$ cat src/rtl/core/gscs_pkg.sv
// Shared constants, types and helper functions for the GNSS sentence checker and splitter.
package gscs_pkg;

   localparam int HEADER_LENGTH = 6;
   localparam int HDR_POS_WIDTH = $clog2(HEADER_LENGTH + 1);
   localparam int HEADER_WIDTH  = 48;
   localparam logic [HEADER_WIDTH-1:0] HEADER_RESET = 48'h2447_5046_5044; // "$GPFPD"

   localparam int QUEUE_DEPTH = 2;

   localparam int CSR_ADDR_WIDTH = 4;
   localparam int CSR_DATA_WIDTH = 64;
   localparam logic CSR_IDX_HEADER = 1'b0;

   localparam logic [7:0] CH_DOLLAR  = 8'h24;
   localparam logic [7:0] CH_STAR    = 8'h2A;
   localparam logic [7:0] CH_COMMA   = 8'h2C;
   localparam logic [7:0] CH_ZERO    = 8'h30;
   localparam logic [7:0] CH_UPPER_A = 8'h41;

   localparam logic [4:0] FC_STATUS   = 5'd15;
   localparam logic [4:0] FC_CHECKSUM = 5'd16;
   localparam logic [4:0] FC_LINE_END = 5'd17;
   localparam logic [4:0] FC_COMMA    = 5'd18;
   localparam logic [4:0] FC_IGNORED  = 5'd19;

   localparam logic [4:0] COMMA_DATA_LIMIT = 5'd15;
   localparam logic [4:0] COMMA_SATURATE   = 5'd16;
   localparam logic [2:0] TAIL_STATUS_END  = 3'd2;
   localparam logic [2:0] TAIL_SATURATE    = 3'd5;

   typedef struct packed {
      logic [7:0] rx_byte;
      logic [4:0] field_code;
      logic       is_last;
   } queue_entry_type;

   typedef struct packed {
      logic            push;
      queue_entry_type entry;
   } queue_push_type;

   typedef struct packed {
      logic            empty;
      logic            full;
      queue_entry_type head;
   } queue_status_type;

   function automatic logic [7:0] hex_digit(input logic [3:0] nib);
      if (nib < 4'd10) begin
         return CH_ZERO + {4'd0, nib};
      end else begin
         return CH_UPPER_A + {4'd0, nib} - 8'd10;
      end
   endfunction

endpackage

$ cat src/rtl/core/gscs_req_if.sv
// Input channel interface: one received character and its chunk-end mark.
interface gscs_req_if
   import gscs_pkg::*;
();
   logic       valid;
   logic       ready;
   logic [7:0] rx_byte;
   logic       chunk_end;

   modport source(output valid, output rx_byte, output chunk_end, input ready);
   modport sink(input valid, input rx_byte, input chunk_end, output ready);
endinterface

$ cat src/rtl/core/gscs_rsp_if.sv
// Result channel interface: tagged character with frame status.
interface gscs_rsp_if
   import gscs_pkg::*;
();
   logic       valid;
   logic       ready;
   logic [7:0] out_byte;
   logic [4:0] field_code;
   logic       is_last;
   logic       frame_ok;

   modport source(output valid, output out_byte, output field_code, output is_last,
                  output frame_ok, input ready);
   modport sink(input valid, input out_byte, input field_code, input is_last,
                input frame_ok, output ready);
endinterface

$ cat src/rtl/core/gscs_tagger.sv
// Front stage: accepts characters, counts commas and assigns each a field code.
module gscs_tagger
   import gscs_pkg::*;
(
   input  logic             clock,
   input  logic             reset,
   gscs_req_if.sink         req_chan,
   input  queue_status_type q_status,
   output queue_push_type   q_push
);

   logic [4:0] comma_count_ff, comma_count_in;
   logic [2:0] tail_pos_ff, tail_pos_in;
   logic [4:0] code;
   logic       accept;

   assign req_chan.ready = !q_status.full;
   assign accept = req_chan.valid && !q_status.full;

   always_comb begin
      comma_count_in = comma_count_ff;
      tail_pos_in    = tail_pos_ff;
      code           = FC_IGNORED;
      if (req_chan.rx_byte == CH_COMMA) begin
         if (comma_count_ff < COMMA_SATURATE) begin
            comma_count_in = comma_count_ff + 5'd1;
         end
         code = FC_COMMA;
      end else if (comma_count_ff < COMMA_DATA_LIMIT) begin
         code = comma_count_ff;
      end else if (comma_count_ff > COMMA_DATA_LIMIT) begin
         code = FC_IGNORED;
      end else begin
         if (tail_pos_ff < TAIL_SATURATE) begin
            tail_pos_in = tail_pos_ff + 3'd1;
         end
         if (tail_pos_ff < TAIL_STATUS_END) begin
            code = FC_STATUS;
         end else if (tail_pos_ff < TAIL_SATURATE) begin
            code = FC_CHECKSUM;
         end else begin
            code = FC_LINE_END;
         end
      end
      if (req_chan.chunk_end) begin
         comma_count_in = '0;
         tail_pos_in    = '0;
      end
   end

   always_ff @(posedge clock) begin
      if (reset) begin
         comma_count_ff <= '0;
         tail_pos_ff    <= '0;
      end else if (accept) begin
         comma_count_ff <= comma_count_in;
         tail_pos_ff    <= tail_pos_in;
      end
   end

   assign q_push.push             = accept;
   assign q_push.entry.rx_byte    = req_chan.rx_byte;
   assign q_push.entry.field_code = code;
   assign q_push.entry.is_last    = req_chan.chunk_end;

endmodule

$ cat src/rtl/core/gscs_queue.sv
// Small first-in first-out queue between the tagging and checking stages.
module gscs_queue
   import gscs_pkg::*;
#(
   parameter int DEPTH = QUEUE_DEPTH
) (
   input  logic             clock,
   input  logic             reset,
   input  queue_push_type   q_push,
   input  logic             pop,
   output queue_status_type q_status
);

   localparam int PTR_WIDTH = $clog2(DEPTH);
   localparam int CNT_WIDTH = $clog2(DEPTH + 1);
   localparam logic [PTR_WIDTH-1:0] LAST_PTR = PTR_WIDTH'(DEPTH - 1);

   queue_entry_type        entries_ff [DEPTH];
   logic [PTR_WIDTH-1:0]   wr_ptr_ff, rd_ptr_ff;
   logic [CNT_WIDTH-1:0]   count_ff;
   logic                   do_push, do_pop;

   assign q_status.empty = (count_ff == '0);
   assign q_status.full  = (count_ff == CNT_WIDTH'(DEPTH));
   assign q_status.head  = entries_ff[rd_ptr_ff];

   assign do_push = q_push.push && !q_status.full;
   assign do_pop  = pop && !q_status.empty;

   always_ff @(posedge clock) begin
      if (do_push) begin
         entries_ff[wr_ptr_ff] <= q_push.entry;
      end
   end

   always_ff @(posedge clock) begin
      if (reset) begin
         wr_ptr_ff <= '0;
         rd_ptr_ff <= '0;
         count_ff  <= '0;
      end else begin
         if (do_push) begin
            wr_ptr_ff <= (wr_ptr_ff == LAST_PTR) ? '0 : wr_ptr_ff + PTR_WIDTH'(1);
         end
         if (do_pop) begin
            rd_ptr_ff <= (rd_ptr_ff == LAST_PTR) ? '0 : rd_ptr_ff + PTR_WIDTH'(1);
         end
         if (do_push && !do_pop) begin
            count_ff <= count_ff + CNT_WIDTH'(1);
         end else if (do_pop && !do_push) begin
            count_ff <= count_ff - CNT_WIDTH'(1);
         end
      end
   end

endmodule

$ cat src/rtl/core/gscs_checker.sv
// Back stage: header and XOR checksum checking with a two-byte tail delay and output register.
module gscs_checker
   import gscs_pkg::*;
(
   input  logic                    clock,
   input  logic                    reset,
   input  logic [HEADER_WIDTH-1:0] expected_header,
   input  queue_status_type        q_status,
   output logic                    pop,
   gscs_rsp_if.source              rsp_chan
);

   typedef enum logic [1:0] {
      PH_WAIT_DOLLAR,
      PH_SUMMING,
      PH_CAPTURE
   } phase_type;

   logic [7:0]               hold0_ff, hold0_in, hold1_ff, hold1_in;
   logic [1:0]               hold_count_ff, hold_count_in;
   logic [HDR_POS_WIDTH-1:0] hdr_pos_ff, hdr_pos_in;
   logic                     hdr_match_ff, hdr_match_in;
   phase_type                phase_ff, phase_in, phase_mid;
   logic [7:0]               xor_sum_ff, xor_sum_in;
   logic [1:0]               digit_count_ff, digit_count_in;
   logic [7:0]               cap0_ff, cap0_in, cap1_ff, cap1_in;

   logic                     rsp_valid_ff;
   logic [7:0]               rsp_byte_ff;
   logic [4:0]               rsp_code_ff;
   logic                     rsp_last_ff, rsp_ok_ff;

   logic                     do_check;
   logic [7:0]               cb, want;
   logic                     frame_ok;
   queue_entry_type          e;

   assign e   = q_status.head;
   assign pop = !q_status.empty && (!rsp_valid_ff || rsp_chan.ready);

   always_comb begin
      want = '0;
      for (int p = 0; p < HEADER_LENGTH; p++) begin
         if (hdr_pos_ff == HDR_POS_WIDTH'(p)) begin
            want = expected_header[8*(HEADER_LENGTH-1-p) +: 8];
         end
      end
   end

   always_comb begin
      do_check       = (hold_count_ff == 2'd2);
      cb             = hold0_ff;
      hold0_in       = hold0_ff;
      hold1_in       = hold1_ff;
      hold_count_in  = hold_count_ff;
      hdr_pos_in     = hdr_pos_ff;
      hdr_match_in   = hdr_match_ff;
      phase_in       = phase_ff;
      phase_mid      = phase_ff;
      xor_sum_in     = xor_sum_ff;
      digit_count_in = digit_count_ff;
      cap0_in        = cap0_ff;
      cap1_in        = cap1_ff;

      if (do_check) begin
         if (hdr_pos_ff < HDR_POS_WIDTH'(HEADER_LENGTH)) begin
            if (cb != want) begin
               hdr_match_in = 1'b0;
            end
            hdr_pos_in = hdr_pos_ff + HDR_POS_WIDTH'(1);
         end
         if (phase_ff == PH_CAPTURE) begin
            if (digit_count_ff == 2'd0) begin
               cap0_in = cb;
            end else if (digit_count_ff == 2'd1) begin
               cap1_in = cb;
            end
            if (digit_count_ff < 2'd3) begin
               digit_count_in = digit_count_ff + 2'd1;
            end
         end
         // A star ends the summed span and is itself not summed.
         if (cb == CH_STAR) begin
            phase_mid = PH_CAPTURE;
         end
         if (phase_mid == PH_SUMMING) begin
            xor_sum_in = xor_sum_ff ^ cb;
         end
         phase_in = (cb == CH_DOLLAR) ? PH_SUMMING : phase_mid;
         hold0_in = hold1_ff;
         hold1_in = e.rx_byte;
      end else begin
         if (hold_count_ff[0]) begin
            hold1_in = e.rx_byte;
         end else begin
            hold0_in = e.rx_byte;
         end
         hold_count_in = hold_count_ff + 2'd1;
      end

      frame_ok = hdr_match_in && (hdr_pos_in == HDR_POS_WIDTH'(HEADER_LENGTH)) &&
                 (digit_count_in == 2'd2) &&
                 (cap0_in == hex_digit(xor_sum_in[7:4])) &&
                 (cap1_in == hex_digit(xor_sum_in[3:0]));
   end

   always_ff @(posedge clock) begin
      if (reset) begin
         hold0_ff       <= '0;
         hold1_ff       <= '0;
         hold_count_ff  <= '0;
         hdr_pos_ff     <= '0;
         hdr_match_ff   <= 1'b1;
         phase_ff       <= PH_WAIT_DOLLAR;
         xor_sum_ff     <= '0;
         digit_count_ff <= '0;
         cap0_ff        <= '0;
         cap1_ff        <= '0;
         rsp_valid_ff   <= 1'b0;
      end else begin
         if (pop) begin
            if (e.is_last) begin
               hold0_ff       <= '0;
               hold1_ff       <= '0;
               hold_count_ff  <= '0;
               hdr_pos_ff     <= '0;
               hdr_match_ff   <= 1'b1;
               phase_ff       <= PH_WAIT_DOLLAR;
               xor_sum_ff     <= '0;
               digit_count_ff <= '0;
               cap0_ff        <= '0;
               cap1_ff        <= '0;
            end else begin
               hold0_ff       <= hold0_in;
               hold1_ff       <= hold1_in;
               hold_count_ff  <= hold_count_in;
               hdr_pos_ff     <= hdr_pos_in;
               hdr_match_ff   <= hdr_match_in;
               phase_ff       <= phase_in;
               xor_sum_ff     <= xor_sum_in;
               digit_count_ff <= digit_count_in;
               cap0_ff        <= cap0_in;
               cap1_ff        <= cap1_in;
            end
            rsp_valid_ff <= 1'b1;
         end else if (rsp_chan.ready) begin
            rsp_valid_ff <= 1'b0;
         end
      end
   end

   always_ff @(posedge clock) begin
      if (pop) begin
         rsp_byte_ff <= e.rx_byte;
         rsp_code_ff <= e.field_code;
         rsp_last_ff <= e.is_last;
         rsp_ok_ff   <= e.is_last && frame_ok;
      end
   end

   assign rsp_chan.valid      = rsp_valid_ff;
   assign rsp_chan.out_byte   = rsp_byte_ff;
   assign rsp_chan.field_code = rsp_code_ff;
   assign rsp_chan.is_last    = rsp_last_ff;
   assign rsp_chan.frame_ok   = rsp_ok_ff;

endmodule

$ cat src/rtl/core/gnss_sentence_checker_splitter_core.sv
// Top level of the GNSS sentence checker and splitter with its control register port.
//
// Usage: received characters enter one per transaction on req_chan, with chunk_end set on
// the final character of a chunk. Every character comes back as exactly one transaction on
// rsp_chan, unchanged and tagged with a field code: data fields 0-14 counted by commas,
// then status, checksum text and line end after the fifteenth comma, comma, or ignored.
// On the transaction for the final character, frame_ok reports whether the sentence
// started with the programmed header and carried a correct two-digit uppercase hex XOR
// checksum; the last two characters of a chunk (the line end) are left out of checking.
// Each accepted character passes through the queue and then the output register before its
// result is presented, and one character is accepted per cycle while the queue is not
// full. The front stage tags characters and writes them into a two-entry queue; the back
// stage checks them and owns the output register, so rate is set by the single pass of
// each character through the checker.
// When the receiver stalls, the output register holds its result, the queue fills and
// req_chan.ready drops only once the queue is full; nothing is lost or repeated.
// Reset clears all sentence state and loads the header register with "$GPFPD". The
// header register (index 0, byte address 0, 64-bit data, upper 16 bits read as zero)
// is written over the APB-style port and should be changed only while the block is idle.
module gnss_sentence_checker_splitter_core
   import gscs_pkg::*;
#(
   parameter int QUEUE_DEPTH_P = QUEUE_DEPTH
) (
   input  logic                      clock,
   input  logic                      reset,
   gscs_req_if.sink                  req_chan,
   gscs_rsp_if.source                rsp_chan,
   input  logic                      csr_psel,
   input  logic                      csr_penable,
   input  logic                      csr_pwrite,
   input  logic [CSR_ADDR_WIDTH-1:0] csr_paddr,
   input  logic [CSR_DATA_WIDTH-1:0] csr_pwdata,
   output logic [CSR_DATA_WIDTH-1:0] csr_prdata,
   output logic                      csr_pready
);

   logic [HEADER_WIDTH-1:0] header_ff;
   logic                    csr_write;
   logic                    csr_hit;
   queue_push_type          q_push;
   queue_status_type        q_status;
   logic                    q_pop;

   // The port never inserts wait states.
   assign csr_pready = 1'b1;
   // Registers sit on 8-byte boundaries, so the index is the address bit above the offset.
   assign csr_hit    = (csr_paddr[3] == CSR_IDX_HEADER);
   assign csr_write  = csr_psel && csr_penable && csr_pwrite && csr_pready;

   always_ff @(posedge clock) begin
      if (reset) begin
         header_ff <= HEADER_RESET;
      end else if (csr_write && csr_hit) begin
         header_ff <= csr_pwdata[HEADER_WIDTH-1:0];
      end
   end

   always_comb begin
      csr_prdata = '0;
      if (csr_hit) begin
         csr_prdata = {{(CSR_DATA_WIDTH-HEADER_WIDTH){1'b0}}, header_ff};
      end
   end

   // Front stage: tagging by comma count.
   gscs_tagger u_tagger (
      .clock    (clock),
      .reset    (reset),
      .req_chan (req_chan),
      .q_status (q_status),
      .q_push   (q_push)
   );

   // Decoupling queue between tagging and checking.
   gscs_queue #(
      .DEPTH (QUEUE_DEPTH_P)
   ) u_queue (
      .clock    (clock),
      .reset    (reset),
      .q_push   (q_push),
      .pop      (q_pop),
      .q_status (q_status)
   );

   // Back stage: header and checksum checking, result register.
   gscs_checker u_checker (
      .clock           (clock),
      .reset           (reset),
      .expected_header (header_ff),
      .q_status        (q_status),
      .pop             (q_pop),
      .rsp_chan        (rsp_chan)
   );

endmodule
$ cat src/flat_wrapper.sv
// flat-port wrapper written by rule: the top's interface ports become plain ports
module gnss_sentence_checker_splitter_core_flat import gscs_pkg::*;
#(
   parameter int QUEUE_DEPTH_P = QUEUE_DEPTH
)
  (clock, reset, csr_psel, csr_penable, csr_pwrite, csr_paddr, csr_pwdata, csr_prdata, csr_pready, req_chan_valid, req_chan_rx_byte, req_chan_chunk_end, req_chan_ready, rsp_chan_valid, rsp_chan_out_byte, rsp_chan_field_code, rsp_chan_is_last, rsp_chan_frame_ok, rsp_chan_ready);
  gscs_req_if req_chan_i ();
  gscs_rsp_if rsp_chan_i ();
  input  logic clock;
  input  logic reset;
  input  logic csr_psel;
  input  logic csr_penable;
  input  logic csr_pwrite;
  input  logic [CSR_ADDR_WIDTH-1:0] csr_paddr;
  input  logic [CSR_DATA_WIDTH-1:0] csr_pwdata;
  output logic [CSR_DATA_WIDTH-1:0] csr_prdata;
  output logic csr_pready;
  input wire logic [$bits(req_chan_i.valid)-1:0] req_chan_valid;
  input wire logic [$bits(req_chan_i.rx_byte)-1:0] req_chan_rx_byte;
  input wire logic [$bits(req_chan_i.chunk_end)-1:0] req_chan_chunk_end;
  output wire logic [$bits(req_chan_i.ready)-1:0] req_chan_ready;
  output wire logic [$bits(rsp_chan_i.valid)-1:0] rsp_chan_valid;
  output wire logic [$bits(rsp_chan_i.out_byte)-1:0] rsp_chan_out_byte;
  output wire logic [$bits(rsp_chan_i.field_code)-1:0] rsp_chan_field_code;
  output wire logic [$bits(rsp_chan_i.is_last)-1:0] rsp_chan_is_last;
  output wire logic [$bits(rsp_chan_i.frame_ok)-1:0] rsp_chan_frame_ok;
  input wire logic [$bits(rsp_chan_i.ready)-1:0] rsp_chan_ready;
  assign req_chan_i.valid = req_chan_valid;
  assign req_chan_i.rx_byte = req_chan_rx_byte;
  assign req_chan_i.chunk_end = req_chan_chunk_end;
  assign req_chan_ready = req_chan_i.ready;
  assign rsp_chan_valid = rsp_chan_i.valid;
  assign rsp_chan_out_byte = rsp_chan_i.out_byte;
  assign rsp_chan_field_code = rsp_chan_i.field_code;
  assign rsp_chan_is_last = rsp_chan_i.is_last;
  assign rsp_chan_frame_ok = rsp_chan_i.frame_ok;
  assign rsp_chan_i.ready = rsp_chan_ready;
  gnss_sentence_checker_splitter_core #(.QUEUE_DEPTH_P(QUEUE_DEPTH_P)) u_core (.clock(clock), .reset(reset), .req_chan(req_chan_i), .rsp_chan(rsp_chan_i), .csr_psel(csr_psel), .csr_penable(csr_penable), .csr_pwrite(csr_pwrite), .csr_paddr(csr_paddr), .csr_pwdata(csr_pwdata), .csr_prdata(csr_prdata), .csr_pready(csr_pready));
endmodule
$ cat config.mk
export PLATFORM = sky130hd
export DESIGN_NAME = gnss_sentence_checker_splitter_core_flat
export DESIGN_NICKNAME = d
export VERILOG_FILES = /design/src/rtl/core/gscs_pkg.sv /design/src/rtl/core/gscs_req_if.sv /design/src/rtl/core/gscs_rsp_if.sv /design/src/rtl/core/gscs_tagger.sv /design/src/rtl/core/gscs_queue.sv /design/src/rtl/core/gscs_checker.sv /design/src/rtl/core/gnss_sentence_checker_splitter_core.sv /design/src/flat_wrapper.sv
export SDC_FILE = /design/constraint.sdc
export NUM_CORES = 1
export LEC_CHECK = 0
export BUFFER_PORTS_ARGS = -buffer_cell sky130_fd_sc_hd__buf_4
export CAP_MARGIN = 10
export CORE_MARGIN = 5
export CORE_UTILIZATION = 40
export CTS_BUF_LIST = sky130_fd_sc_hd__clkbuf_8
export DETAILED_ROUTE_END_ITERATION = 8
export PLACE_DENSITY = 0.61
export SETUP_SLACK_MARGIN = 0.4
export SKIP_CTS_REPAIR_TIMING = 1
export SYNTH_ARGS = -nofsm -noshare
export SYNTH_HDL_FRONTEND = slang
export SYNTH_SLANG_ARGS = --single-unit
$ cat constraint.sdc
create_clock -name clock -period 2.95 [get_ports clock]
set_clock_uncertainty 0.05 [all_clocks]
set_input_delay 0.59 -clock clock [delete_from_list [all_inputs] [get_ports clock]]
set_output_delay 0.59 -clock clock [all_outputs]
set_load 0.01 [all_outputs]
# Yosys cells after proc, flatten, opt, wreduce, memory -nomap -nowiden

Memory sizes are Yosys's and may differ from the RTL's. A register that Yosys moved wholly into a read port is not among the register bits.
Index checks and enable logic that the tools add are counted.

Bits in registers: 126
RAM bits: 28
Input bits: 84
Memories: 1

$add $sub $neg: 15
Magnitude comparators: 9
Eq/ne operators: 23
Muxes and demuxes: 68
Bitwise gates (word level): 2
Reductions and logical operators: 36

Memories:

| memory                    | depth | width | read ports | clocked after memory_dff | write ports | line             | text |
|---|---|---|---|---|---|---|---|
| u_core.u_queue.entries_ff | 2     | 14    | 1          | 1                        | 1           | gscs_queue.sv:18 | `queue_entry_type entries_ff [DEPTH];` |

Operators by type and width:

| cell                | number |
|---|---|
| $mux 8              | 26 |
| $mux 48             | 1 |
| $mux 5              | 7 |
| $mux 2              | 13 |
| $eq 8x6->1 const B  | 3 |
| $mux 3              | 8 |
| $add 7x4->8 const A | 2 |
| $eq 8x8->1          | 2 |
| $sub 8x4->8 const B | 2 |
| $add 6x4->7 const A | 2 |
| $logic_and 1x1->1   | 14 |
| $mux 1              | 13 |
| $reduce_bool 2->1   | 6 |
| $eq 3x3->1 const B  | 3 |
| $eq 2x2->1 const B  | 4 |
| $lt 4x4->1 const B  | 2 |
| $ne 8x8->1          | 1 |
| $reduce_and 2->1    | 4 |
| $xor 8x8->8         | 1 |
| $add 2x1->2 const B | 3 |
| $add 3x1->3 const B | 2 |
| $eq 3x2->1 const B  | 2 |
| $lt 3x3->1 const B  | 2 |
| $ne 2x2->1 const B  | 3 |
| 20 further kinds    | 27 |

# Longest topological paths before layout

Gate-level depths: netlist of the first run.

Depth in word-level cells: 16
Depth in mapped cells: 13

# Cells and area by module

Synthesis of the first run repeated with hierarchy kept, for this count alone.

Cells, all modules: 914
Area total of the unflattened synthesis: 8438.1 um^2

By module, submodules not included:

| module                              | times used | cells an instance | area an instance (um^2) |
|---|---|---|---|
| gscs_checker                        | 1          | 486               | 4043.9 |
| gnss_sentence_checker_splitter_core | 1          | 281               | 2528.7 |
| gscs_queue                          | 1          | 68                | 1221.2 |
| gscs_tagger                         | 1          | 79                | 644.4 |

# Least setup slack after synthesis of the first run

Ideal clock, no wire load.

Kind: register to register
Start point: register u_core.u_checker.hdr_pos_ff[2]
End point: register u_core.u_checker.rsp_ok_ff (netlist: u_core.u_checker.rsp_chan.frame_ok), data pin
Library setup time: 0.170 ns
Data arrival time: 2.698 ns
Slack: 0.033 ns
Cell stages (with the launch flop): 14
Path buffers: 3
Period minus slack after synthesis: 2.917 ns
Cell sequence: dfxtp_1 -> clkbuf_1 -> clkinv_1 -> ha_1 -> clkbuf_1 -> or2_2 -> clkbuf_1 -> a221oi_1 -> o22ai_1 -> xnor2_1 -> nand2_1 -> o41ai_1 -> nand2_1 -> nor4_2

Cells in the longest elaborated chain, start to end: 16
Elaborated cells on any way between the ends: 26

RTL lines:

| item                              | line                | text |
|---|---|---|
| from (decl)                       | gscs_checker.sv:21  | `logic [HDR_POS_WIDTH-1:0] hdr_pos_ff, hdr_pos_in;` |
| from (signal assigned)            | gscs_checker.sv:137 | `hdr_pos_ff <= hdr_pos_in;` |
| $logic_not 3->1                   | gscs_checker.sv:44  | `if (hdr_pos_ff == HDR_POS_WIDTH'(p)) begin` |
| $mux 8 (6 in series)              | gscs_checker.sv:44  |  |
| $ne 8x8->1                        | gscs_checker.sv:67  | `if (cb != want) begin` |
| $mux 1                            | gscs_checker.sv:67  |  |
| $mux 1                            | gscs_checker.sv:66  | `if (hdr_pos_ff < HDR_POS_WIDTH'(HEADER_LENGTH)) begin` |
| $mux 1                            | gscs_checker.sv:65  | `if (do_check) begin` |
| $logic_and 1x1->1 * (2 in series) | gscs_checker.sv:101 | `frame_ok = hdr_match_in && (hdr_pos_in == HDR_POS_WIDTH'(HEADER_LENGTH)) &&` |
| $logic_and 1x1->1 *               | gscs_checker.sv:102 | `(digit_count_in == 2'd2) &&` |
| $logic_and 1x1->1 *               | gscs_checker.sv:103 | `(cap0_in == hex_digit(xor_sum_in[7:4])) &&` |
| $logic_and 1x1->1 *               | gscs_checker.sv:157 | `rsp_ok_ff <= e.is_last && frame_ok;` |
| to (signal assigned)              | gscs_checker.sv:157 |  |
| to (decl)                         | gscs_checker.sv:31  | `logic rsp_last_ff, rsp_ok_ff;` |

Every way passes the cells marked *; elsewhere a longest branch is shown, timed or not.
A chain may end at the register's enable or synchronous reset.

# Worst setup path after layout of the first run

Start point: register u_core.u_checker.hold_count_ff[0]
End point: register u_core.u_checker.rsp_ok_ff (netlist: u_core.u_checker.rsp_chan.frame_ok), data pin

Cells in the longest elaborated chain, start to end: 9
Elaborated cells on any way between the ends: 26

RTL lines:

| item                   | line                | text |
|---|---|---|
| from (decl)            | gscs_checker.sv:20  | `logic [1:0] hold_count_ff, hold_count_in;` |
| from (signal assigned) | gscs_checker.sv:136 | `hold_count_ff <= hold_count_in;` |
| $eq 2x2->1 *           | gscs_checker.sv:51  | `do_check = (hold_count_ff == 2'd2);` |
| $mux 8                 | gscs_checker.sv:65  |  |
| $add 7x4->8            | gscs_pkg.sv:53      | `return CH_UPPER_A + {4'd0, nib} - 8'd10;` |
| $sub 8x4->8            | gscs_pkg.sv:53      |  |
| $mux 8                 | gscs_pkg.sv:50      | `if (nib < 4'd10) begin` |
| $eq 8x8->1             | gscs_checker.sv:103 |  |
| $logic_and 1x1->1      | gscs_checker.sv:102 |  |
| $logic_and 1x1->1 *    | gscs_checker.sv:103 |  |
| $logic_and 1x1->1 *    | gscs_checker.sv:157 |  |

Marks and branches as above.

==> results of run 1 <==
## registers in the layout (all words and copies together), names as in the netlist, 3 cells and up, named ones only
name	cells
u_core.u_queue.entries_ff	28
u_core.u_checker.cap0_ff	8
u_core.u_checker.cap1_ff	8
u_core.u_checker.hdr_pos_ff	3
u_core.u_checker.rsp_chan.field_code	5
u_core.u_checker.hold1_ff	8
u_core.u_tagger.tail_pos_ff	3
u_core.u_checker.cb	8
u_core.u_tagger.comma_count_ff	5
u_core.u_checker.xor_sum_ff	8
u_core.u_checker.rsp_chan.out_byte	8
u_core.header_ff	48
## metrics by stage
step,worst slack (ns),hold slack [ns]
floorplan,0.3390,0.3863
global placement,0.1058,0.3936
detailed placement,0.09613,0.3965
CTS,0.08002,0.2429
global route,-0.05048,0.2362
finish,0.1457,0.2741
## power groups by stage
stage	Combinational (mW)	Clock, mW	Sequential, mW
4_1_cts	1.61	1.61	2.59
6_report	1.61	1.57	2.59
5_1_grt	1.78	1.70	2.62
2_1_floorplan	0.934	0	2.65
3_3_place_gp	1.60	0	2.63
3_5_place_dp	1.61	0	2.64
## cell usage in the layout, fill, tap and decap left out, types with 5 or more instances in the layout
cell type  netlist  final
buf_4           19    176
a21oi_1         88     88
a32oi_1          7      7
edfxtp_1        43     43
nor3b_1          7      7
nand3_1          8      8
nand2_1        141    141
and3_1           6      6
o21ai_1          5      6
mux2_2          12     12
dfxtp_1        112    109
nand4_1          6      6
nand3b_1        24     24
ha_2             0      5
inv_1           30     29
xnor2_1         14     14
ha_1            13      6
nor2b_1         42     42
nand2b_1         5      5
a22oi_1         28     28
nor3_1          16     16
clkbuf_8         0     17
nand4b_1         6      6
o21ai_0         26     25
conb_1           2     17
mux2i_1         14     14
nor2_1          94     94
xor2_1          16     15
inv_8            0      5
## area by class of cell
| type | count | area, µm² | area share (%) |
|---|---|---|---|
| flip-flops and latches | 155 | 3537 | 36.11 |
| clock inverters | 15 | 156.4 | 1.597 |
| clock buffers | 17 | 234.0 | 2.389 |
| well taps | 265 | 331.6 | 3.385 |
| repair buffers | 178 | 1361 | 13.90 |
| inverters | 32 | 132.6 | 1.354 |
| multi-input cells | 655 | 4043 | 41.27 |
## worst max-delay path, cell delays in order, from the launching register on
cell       delay, ns
dfxtp_2         0.34
inv_2           0.08
ha_4            0.21
nand3b_1        0.19
buf_4           0.20
or2_4           0.25
xor2_4          0.20
ha_4            0.23
a221oi_2        0.23
o21ai_1         0.12
a2111oi_2       0.23
nand4_1         0.15
nor4_2          0.16
## layer usage
| layer | wire length [µm] | part of all wire (%) | GRT usage (%) | vias up |
|---|---|---|---|---|
| met1 | 9976 | 48 | 26.50 | 3096 |
| met5 | 0 | 0 | 0 | - |
| met4 | 180 | 0.86 | 4.620 | 0 |
| li1 | - | - | - | 3363 |
| met2 | 9731 | 47 | 28.94 | 156 |
| met3 | 1021 | 4.9 | 3.452 | 13 |
## cells by family after synthesis
logic type	count (synthesis)	synth area share, %
AND/OR/NAND/NOR	372	23.34
AO/OA/AOI/OAI	193	15.40
XOR/XNOR	32	3.783
buffers and inverters	104	6.027
flip-flops	155	45.26
multiplexers	28	4.007
adder cells (fa/ha/maj)	13	2.084
other	2	0.09621
## path summary, 6_finish.rpt
check	depth (start not counted)	from	end
setup / recovery	12	u_core.u_checker.hold_count_ff[0]$_SDFFE_PP0P_	u_core.u_checker.rsp_chan.frame_ok$_DFFE_PP_
hold / removal	1	req_chan_rx_byte[3]	u_core.u_queue.entries_ff[0][9]$_DFFE_PP_
setup reg to reg	12	u_core.u_checker.hold_count_ff[0]$_SDFFE_PP0P_	u_core.u_checker.rsp_chan.frame_ok$_DFFE_PP_
hold reg to reg	2	u_core.header_ff[26]$_SDFFE_PP0P_	u_core.header_ff[26]$_SDFFE_PP0P_
==> results.md, run 1 <==
* Result of the run: complete, no violations
* Ys async rst share at 0%
* Clk_lat worst skew at 0.45 ns
* Vias/cell at 5.033
* Die height at 149.7 µm
* Clock Sinks at 155
* Post-Synthesis Cells at 899
* H-Tree Depth at 4
* Initial antenna violation count at 0
* Slew HR at 52.97%
* EDFF count, synth at 43
* Setup TNS at 0 ns
* Diode count at 0
* WP data arrival at 3.02 ns
* Finished Cell Area at 9796 µm²
* P_leak at 3.909 nW
* All-Layer GR Usage at 18.49%
* Sw Pwr at 2.022 mW
* Cts bufs inserted at 17
* FF-to-FF setup slack at 0.15 ns
* I/O Pins at 166
* Clock buffer depth at 2
* Area Growth Syn to Fin at 25.48%
* CP startpoint kind: flop
* Seq cells post-synth at 155
* # fillers at 1841
* Die width at 149.7 µm
* Comb pwr share at 28.0%
* Yosys top cell area share at 28.72%
* Overflow after GRT at 0
* Post-DR wirelength/cell at 15.88 µm
* Final Hold Fails at 0
* Worst Setup End Kind: flop
* Detailed placement HPWL at 15.22 mm
* Crit Path Category: reg -> reg
* Commonest cells in the netlist: nand2_1, dfxtp_1, nor2_1
* RSZ-0062 raised after global routing: true
* Sw frac at 35.05%
* DRC viols at 0
* RePlAce Congestion at 0.8304
* Worst IR Drop VDD at 505.8 µV
* CTS clk-pin slew, worst paths at 0.10 ns
* Utilization after layout at 50.66%
* Post-Place Cell Area at 9266 µm²
* Synth top area cells: dfxtp_1, edfxtp_1, nand2_1, a21oi_1, nor2_1
* TritonCTS clock tree: yes
* Final max-slew violation count at 0
* Nets at 1136
* Vias in the first global route at 6159
* Vias at 6628
* Layout cells sized above 1 at 25.19%
* Row cnt at 51
* Initial DRC Count at 426
* Yosys top cell by area: dfxtp_1
* Initial Util at 40.37%
* Int Pwr at 3.747 mW
* Fin crit period at 2.804 ns
* FMAX at 0.3566 GHz
* Post-synthesis sequential area ratio at 45.26%
* Placed Cells at 1281
* Final worst-path cycle share at 95.06%
* Syn_area_per_cell at 8.683 µm²
* Largest net degree at the start of global routing at 61
* Top-count cell post-synth: nand2_1
* 1st-pass router iterations at 5
* Final Power at 5.769 mW
* # setup viols final at 0
* Post-Layout Cell Count at 1317
* Die ar. at 22410 µm²
* Crit path max fanout at 9
* Worst hold path class: in -> reg
* Cell variety after synth at 65
* I/O Buffers at 129
* First-pass GRT wire length at 32.86 mm
* Wirelength, routed at 20.91 mm
* Ys flop type: dfxtp_1
* Max_cap viols at 0
* Yosys warnings at 0
* Sequential fraction of design power at 44.8%
* Mapped Area at 7806 µm²
* Pwr Density at 589.0 nW/µm²
* Clock power share at 27.2%
* Worst-margin pin slew at 0.7008 ns
* Root buf cell: clkbuf_8
* Placeable Area at 19330 µm²
* Data required time of the worst path at 3.17 ns
* Post-DRT Antenna Nets at 0
Power figures use the tool's default switching activity.
==> run 2, diff against run 1 <==
Settings changed: CORE_UTILIZATION 40 to 44, PLACE_DENSITY 0.61 to 0.66.
==> results.md, run 2 (same netlist as run 1, synthesis figures left out) <==
* Max_cap viols at 0 (unchanged)
* Detailed placement HPWL at 14.91 mm (-2.1%)
* Fin worst setup slack at 0.2665 ns (+0.1209 ns)
* Largest Register: u_core.header_ff
* Most common cell after layout, fill and taps aside: buf_4
* DRC viols at 0 (unchanged)
* Sequential fraction of design power at 44.6% (-0.2 points)
* Final worst-path cycle share at 90.96% (-4.1 points)
* Worst IR Drop VDD at 487.0 µV (-3.7%)
* Post-Place Cell Area at 9138 µm² (-1.4%)
* Wirelength, routed at 20.77 mm (-0.66%)
* Root buf cell: clkbuf_8
* Layout cells sized above 1 at 25.26% (+0.072 points)
* Initial antenna violation count at 0 (unchanged)
* HP Start: req_chan_rx_byte[5]
* Vias/cell at 5.323 (+5.8%)
* Die width at 143.2 µm (-4.3%)
* Setup WS pre-CTS at 0.1539 ns (+0.05777 ns)
* All-Layer GR Usage at 20.03% (+1.5 points)
* Comb pwr share at 27.3% (-0.7 points)
* Nets at 1133 (-0.26%)
* Clock buffer depth at 2 (unchanged)
* Sw Pwr at 2.074 mW (+2.5%)
* Int Pwr at 3.750 mW (about the same)
* Die ar. at 20500 µm² (-8.5%)
* Setup TNS at 0 ns (unchanged)
* Diode count at 0 (unchanged)
* Clock Sinks at 155 (unchanged)
* Reg-to-Reg Start: u_core.u_checker.hold_count_ff[0]$_SDFFE_PP0P_
* Slew HR at 54.58% (+1.6 points)
* CP startpoint kind: flop
* Post-DRT Antenna Nets at 0 (unchanged)
* 1st-pass router iterations at 5 (unchanged)
* # setup viols final at 0 (unchanged)
* H-Tree Depth at 4 (unchanged)
* Vias at 6781 (+2.3%)
* Most frequent cells in the layout: buf_4, nand2_1, dfxtp_1
* Data required time of the worst path at 3.20 ns (+0.03 ns)
* Die height at 143.2 µm (-4.3%)
* Crit Path Category: reg -> reg
* Final Hold Fails at 0 (unchanged)
* Clk_lat worst skew at 0.47 ns (+0.02 ns)
* Final Power at 5.824 mW (+0.94%)
* RSZ-0062 raised after global routing: true
* Worst Setup End Kind: flop
* Worst Setup SP: u_core.u_checker.hold_count_ff[0]$_SDFFE_PP0P_
* TritonCTS clock tree: yes
* Pwr Density at 598.0 nW/µm² (+1.5%)
* Result of the run: complete, no violations
* Area Growth Syn to Fin at 24.75%
* Clock power share at 28.0% (+0.8 points)
* Initial Util at 44.98% (+4.6 points)
* Overflow after GRT at 0 (unchanged)
* Final max-slew violation count at 0 (unchanged)
* Row cnt at 48 (-5.9%)
* Sw frac at 35.61% (+0.55 points)
* FMAX at 0.3727 GHz (+4.5%)
* Max reg flops at 48 (unchanged)
* RePlAce Congestion at 0.8552 (+3.0%)
* CTS clk-pin slew, worst paths at 0.11 ns (about the same)
* Utilization after layout at 56.11% (+5.4 points)
* Fin crit period at 2.683 ns (-0.1209 ns)
* Worst-margin pin slew at 0.6788 ns (-0.02203 ns)
* Cts bufs inserted at 17 (unchanged)
* Vias in the first global route at 6261 (+1.7%)
* Largest net degree at the start of global routing at 51 (-16%)
* Reg area at 3538 µm² (about the same)
* I/O Buffers at 129 (unchanged)
* Area of the multi-input gates at 4055 µm² (+0.31%)
* First-pass GRT wire length at 32.53 mm (-0.99%)
* WP data arrival at 2.94 ns (-0.08 ns)
* Crit path max fanout at 3 (-6)
* Post-DR wirelength/cell at 16.31 µm (+2.7%)
* Finished Cell Area at 9738 µm² (-0.59%)
* Largest regs: u_core.header_ff: 48 flops, u_core.u_queue.entries_ff: 28 flops
* Worst hold path class: in -> reg
* Placeable Area at 17360 µm² (-10%)
* Initial DRC Count at 445 (+4.5%)
* P_leak at 3.912 nW (about the same)
* # fillers at 1538 (-16%)
* I/O Pins at 166 (unchanged)
[run 2: layout make-up]
type | count | share of cell area, %
clock buffers | 17 | 2.403
inverters | 32 | 1.362
multi-input cells | 655 | 41.64
flip-flops and latches | 155 | 36.34
well taps | 225 | 2.891
clock inverters | 15 | 1.837
repair buffers | 175 | 13.53
[run 2: stage by stage]
stage                     hold WS (ns)  cells
after CTS                       0.2370   1266
after detailed placement        0.3985   1234
final                           0.2483   1274
after floorplan                 0.3863    914
after global routing            0.2117   1274
after global placement          0.3944   1234
[run 2: power groups by stage]
stage               Sequential [mW]  Clock [mW]  Combinational, mW
floorplan                      2.65           0              0.934
finish                         2.60        1.63               1.59
detailed placement             2.64           0               1.57
global route                   2.63        1.76               1.76
CTS                            2.60        1.67               1.58
global placement               2.64           0               1.56
[run 2: final timing paths]
path | end | slack (ns) | depth (start not counted)
max | u_core.u_checker.rsp_chan.frame_ok$_DFFE_PP_ | 0.27 | 12
min | u_core.u_queue.entries_ff[1][11]$_DFFE_PP_ | 0.25 | 1
max reg2reg | u_core.u_checker.rsp_chan.frame_ok$_DFFE_PP_ | 0.27 | 12
min reg2reg | u_core.header_ff[27]$_SDFFE_PP0P_ | 0.41 | 2
[run 2: metal layers]
metal	GRT usage (%)	wire length [µm]	up-vias
li1	-	-	3355
met1	28.23	9792	3246
met2	31.48	9793	155
met3	3.449	869	25
met4	6.303	317	0
met5	0	0	-
[run 2: worst max-delay path: stages, from the launching register on]
cell and delay [ns]:
dfxtp_2 0.34, inv_2 0.08, ha_4 0.14, nand3b_1 0.12, buf_4 0.18, a311oi_4 0.24
xnor2_2 0.18, ha_4 0.25, a221oi_2 0.23, o21ai_1 0.10, a2111oi_2 0.21, nand4_1 0.15
nor4_2 0.25
==> run 3, diff against run 2 <==
Settings changed: CORE_ASPECT_RATIO from default to 1.2, PLACE_DENSITY 0.66 to 0.64.
Clock period 2.95 ns to 3.5 ns, I/O delays scaled along.
==> results.md, run 3 (same netlist as run 1, synthesis figures left out) <==
* Finished Cell Area at 9445 µm² (-3.0%)
* P_leak at 3.772 nW (-3.6%)
* Clk_lat worst skew at 0.46 ns (about the same)
* Row cnt at 53 (+10%)
* Crit path max fanout at 5 (+2)
* Worst hold path class: in -> reg
* HP Start: req_chan_rx_byte[6]
* Sw Pwr at 1.645 mW (-21%)
* Vias at 6678 (-1.5%)
* Die ar. at 20520 µm² (about the same)
* Root buf cell: clkbuf_8
* TritonCTS clock tree: yes
* Wirelength, routed at 20.67 mm (-0.51%)
* FF-to-FF setup slack at 0.56 ns (+0.29 ns)
* Sw frac at 34.12% (-1.5 points)
* Data required time of the worst path at 3.73 ns (+0.53 ns)
* I/O Pins at 166 (unchanged)
* Post-DR wirelength/cell at 16.52 µm (+1.3%)
* # setup viols final at 0 (unchanged)
* Initial Util at 44.59% (-0.39 points)
* FMAX at 0.3397 GHz (-8.9%)
* WL met2 at 10.31 mm (+5.3%)
* Die height at 155.9 µm (+8.9%)
* Worst-margin pin slew at 0.7446 ns (+0.06581 ns)
* Nets at 1115 (-1.6%)
* DRT met1 WL at 9.110 mm (-7.0%)
* Final Hold Fails at 0 (unchanged)
* CTS clk-pin slew, worst paths at 0.09 ns (-0.02 ns)
* Largest net degree at the start of global routing at 69 (+35%)
* Area Growth Syn to Fin at 21.00%
* Max layer used: met4
* Diode count at 0 (unchanged)
* Hold_ws at 0.3810 ns (+0.1327 ns)
* RePlAce Congestion at 0.8665 (+1.3%)
* Fin crit period at 2.944 ns (+0.2607 ns)
* Worst reg2reg endpoint: u_core.u_checker.rsp_chan.frame_ok$_DFFE_PP_
* All-Layer GR Usage at 19.54% (-0.49 points)
* Clock buffer depth at 2 (unchanged)
* Pwr Density at 510.3 nW/µm² (-15%)
* Initial DRC Count at 389 (-13%)
* Worst IR Drop VDD at 514.0 µV (+5.6%)
* Hold depth at 1 (unchanged)
* Reg-to-Reg Start: u_core.u_checker.hold_count_ff[0]$_SDFFE_PP0P_
* Layout cells sized above 1 at 22.31% (-3.0 points)
* I/O Buffers at 129 (unchanged)
* Vias in the first global route at 6227 (-0.54%)
* Setup WS pre-CTS at 0.4042 ns (+0.2503 ns)
* Most frequent cells in the layout: buf_4, nand2_1, dfxtp_1
* Die width at 131.6 µm (-8.1%)
* Int Pwr at 3.175 mW (-15%)
* Worst Setup End Kind: flop
* Slew HR at 50.36% (-4.2 points)
* Worst Hold End: u_core.u_queue.entries_ff[1][12]$_DFFE_PP_
* Comb pwr share at 27.5% (+0.2 points)
* Sequential fraction of design power at 45.5% (+0.9 points)
* Initial antenna violation count at 0 (unchanged)
* R2R cell count at 12 (unchanged)
* RSZ-0062 raised after global routing: false
* Clock power share at 27.0% (-1.0 points)
* CP startpoint kind: flop
* Final max-slew violation count at 0 (unchanged)
* DRC viols at 0 (unchanged)
* Overflow after GRT at 0 (unchanged)
* Clock Sinks at 155 (unchanged)
* Post-Layout Cell Count at 1251 (-1.8%)
* Placeable Area at 17510 µm² (+0.87%)
* Max reg flops at 48 (unchanged)
* Placed Cells at 1215 (-1.5%)
* Detail Route met3 WL at 913 µm (+5.1%)
* First-pass GRT wire length at 32.62 mm (+0.28%)
* Final worst-path cycle share at 84.12% (-6.8 points)
* Fin worst setup slack at 0.5558 ns (+0.2893 ns)
* Max_cap viols at 0 (unchanged)
* WP data arrival at 3.18 ns (+0.24 ns)
* Post-DRT Antenna Nets at 0 (unchanged)
* Result of the run: complete, no violations
* Crit Path Category: reg -> reg
* Detailed placement HPWL at 14.67 mm (-1.6%)
* 1st-pass router iterations at 5 (unchanged)
* Most common cell after layout, fill and taps aside: buf_4
* Largest Register: u_core.header_ff
* Largest regs: u_core.header_ff: 48 flops, u_core.u_queue.entries_ff: 28 flops
* Post-Place Cell Area at 8936 µm² (-2.2%)
* Vias/cell at 5.338 (+0.29%)
* Cts bufs inserted at 17 (unchanged)
* Setup TNS at 0 ns (unchanged)
* H-Tree Depth at 4 (unchanged)
run 3: changes by cell type in the layout (fill, tap and decap cells not counted), sizes merged:
| cell | before | now |
|---|---|---|
| bufinv | 0 | 1 |
| buf | 175 | 157 |
| inv | 41 | 38 |
| clkinvlp | 0 | 3 |
| clkinv | 6 | 5 |
run 3: layout make-up:
cell class                      instances  area, µm²
Fill cell                            1681       8061
Clock inverter                         15      140.1
Sequential cell                       155       3537
Tap cell                              220      275.3
Inverter                               32      120.1
Timing Repair Buffer                  157       1182
Multi-Input combinational cell        655       3956
Clock buffer                           17      234.0
run 3: stage by stage:
stage | power, mW | utilization (%)
after floorplan | 3.013 | -
after global routing | 5.090 | 53.95
after CTS | 4.850 | 53.18
after global placement | 3.524 | 51.04
final | 4.820 | 53.95
after detailed placement | 3.537 | 51.04
run 3: how the worst max path moves through the flow:
stage	startpoint	end	slack, ns	cells after the start
5_1_grt	u_core.u_checker.hold_count_ff[0]$_SDFFE_PP0P_	u_core.u_checker.rsp_chan.frame_ok$_DFFE_PP_	0.35	12
3_3_place_gp	u_core.u_checker.hold_count_ff[0]$_SDFFE_PP0P_	u_core.u_checker.rsp_chan.frame_ok$_DFFE_PP_	0.47	11
3_5_place_dp	u_core.u_checker.hold_count_ff[0]$_SDFFE_PP0P_	u_core.u_checker.rsp_chan.frame_ok$_DFFE_PP_	0.40	11
4_1_cts	u_core.u_checker.hold_count_ff[0]$_SDFFE_PP0P_	u_core.u_checker.rsp_chan.frame_ok$_DFFE_PP_	0.37	11
6_report	u_core.u_checker.hold_count_ff[0]$_SDFFE_PP0P_	u_core.u_checker.rsp_chan.frame_ok$_DFFE_PP_	0.56	12
2_1_floorplan	u_core.u_checker.hdr_pos_ff[2]$_SDFFE_PP0P_	u_core.u_checker.rsp_chan.frame_ok$_DFFE_PP_	0.58	13
run 3: power by group through the flow:
stage	Sequential, mW	Combinational (mW)	Clock, mW
floorplan	2.23	0.778	0
global placement	2.22	1.30	0
detailed placement	2.22	1.31	0
CTS	2.19	1.32	1.34
global route	2.21	1.46	1.42
finish	2.19	1.32	1.30
run 3: worst max-delay path, cell delays in order, from the launching register on:
cell and delay (ns):
dfxtp_1 0.33, inv_1 0.11, ha_1 0.20, nand3b_1 0.09, buf_4 0.18, or2_2 0.30, xor2_2 0.22, ha_2 0.24
o21ai_2 0.09, a211o_1 0.32, a32oi_2 0.23, nand4_1 0.13, nor4_2 0.28
run 3: layer usage:
layer  vias to the layer above  global-route usage, %
met1                      3184                  24.85
met4                         0                  5.390
met3                        27                  4.452
li1                       3311                      -
met2                       156                  33.59
met5                         -                      0
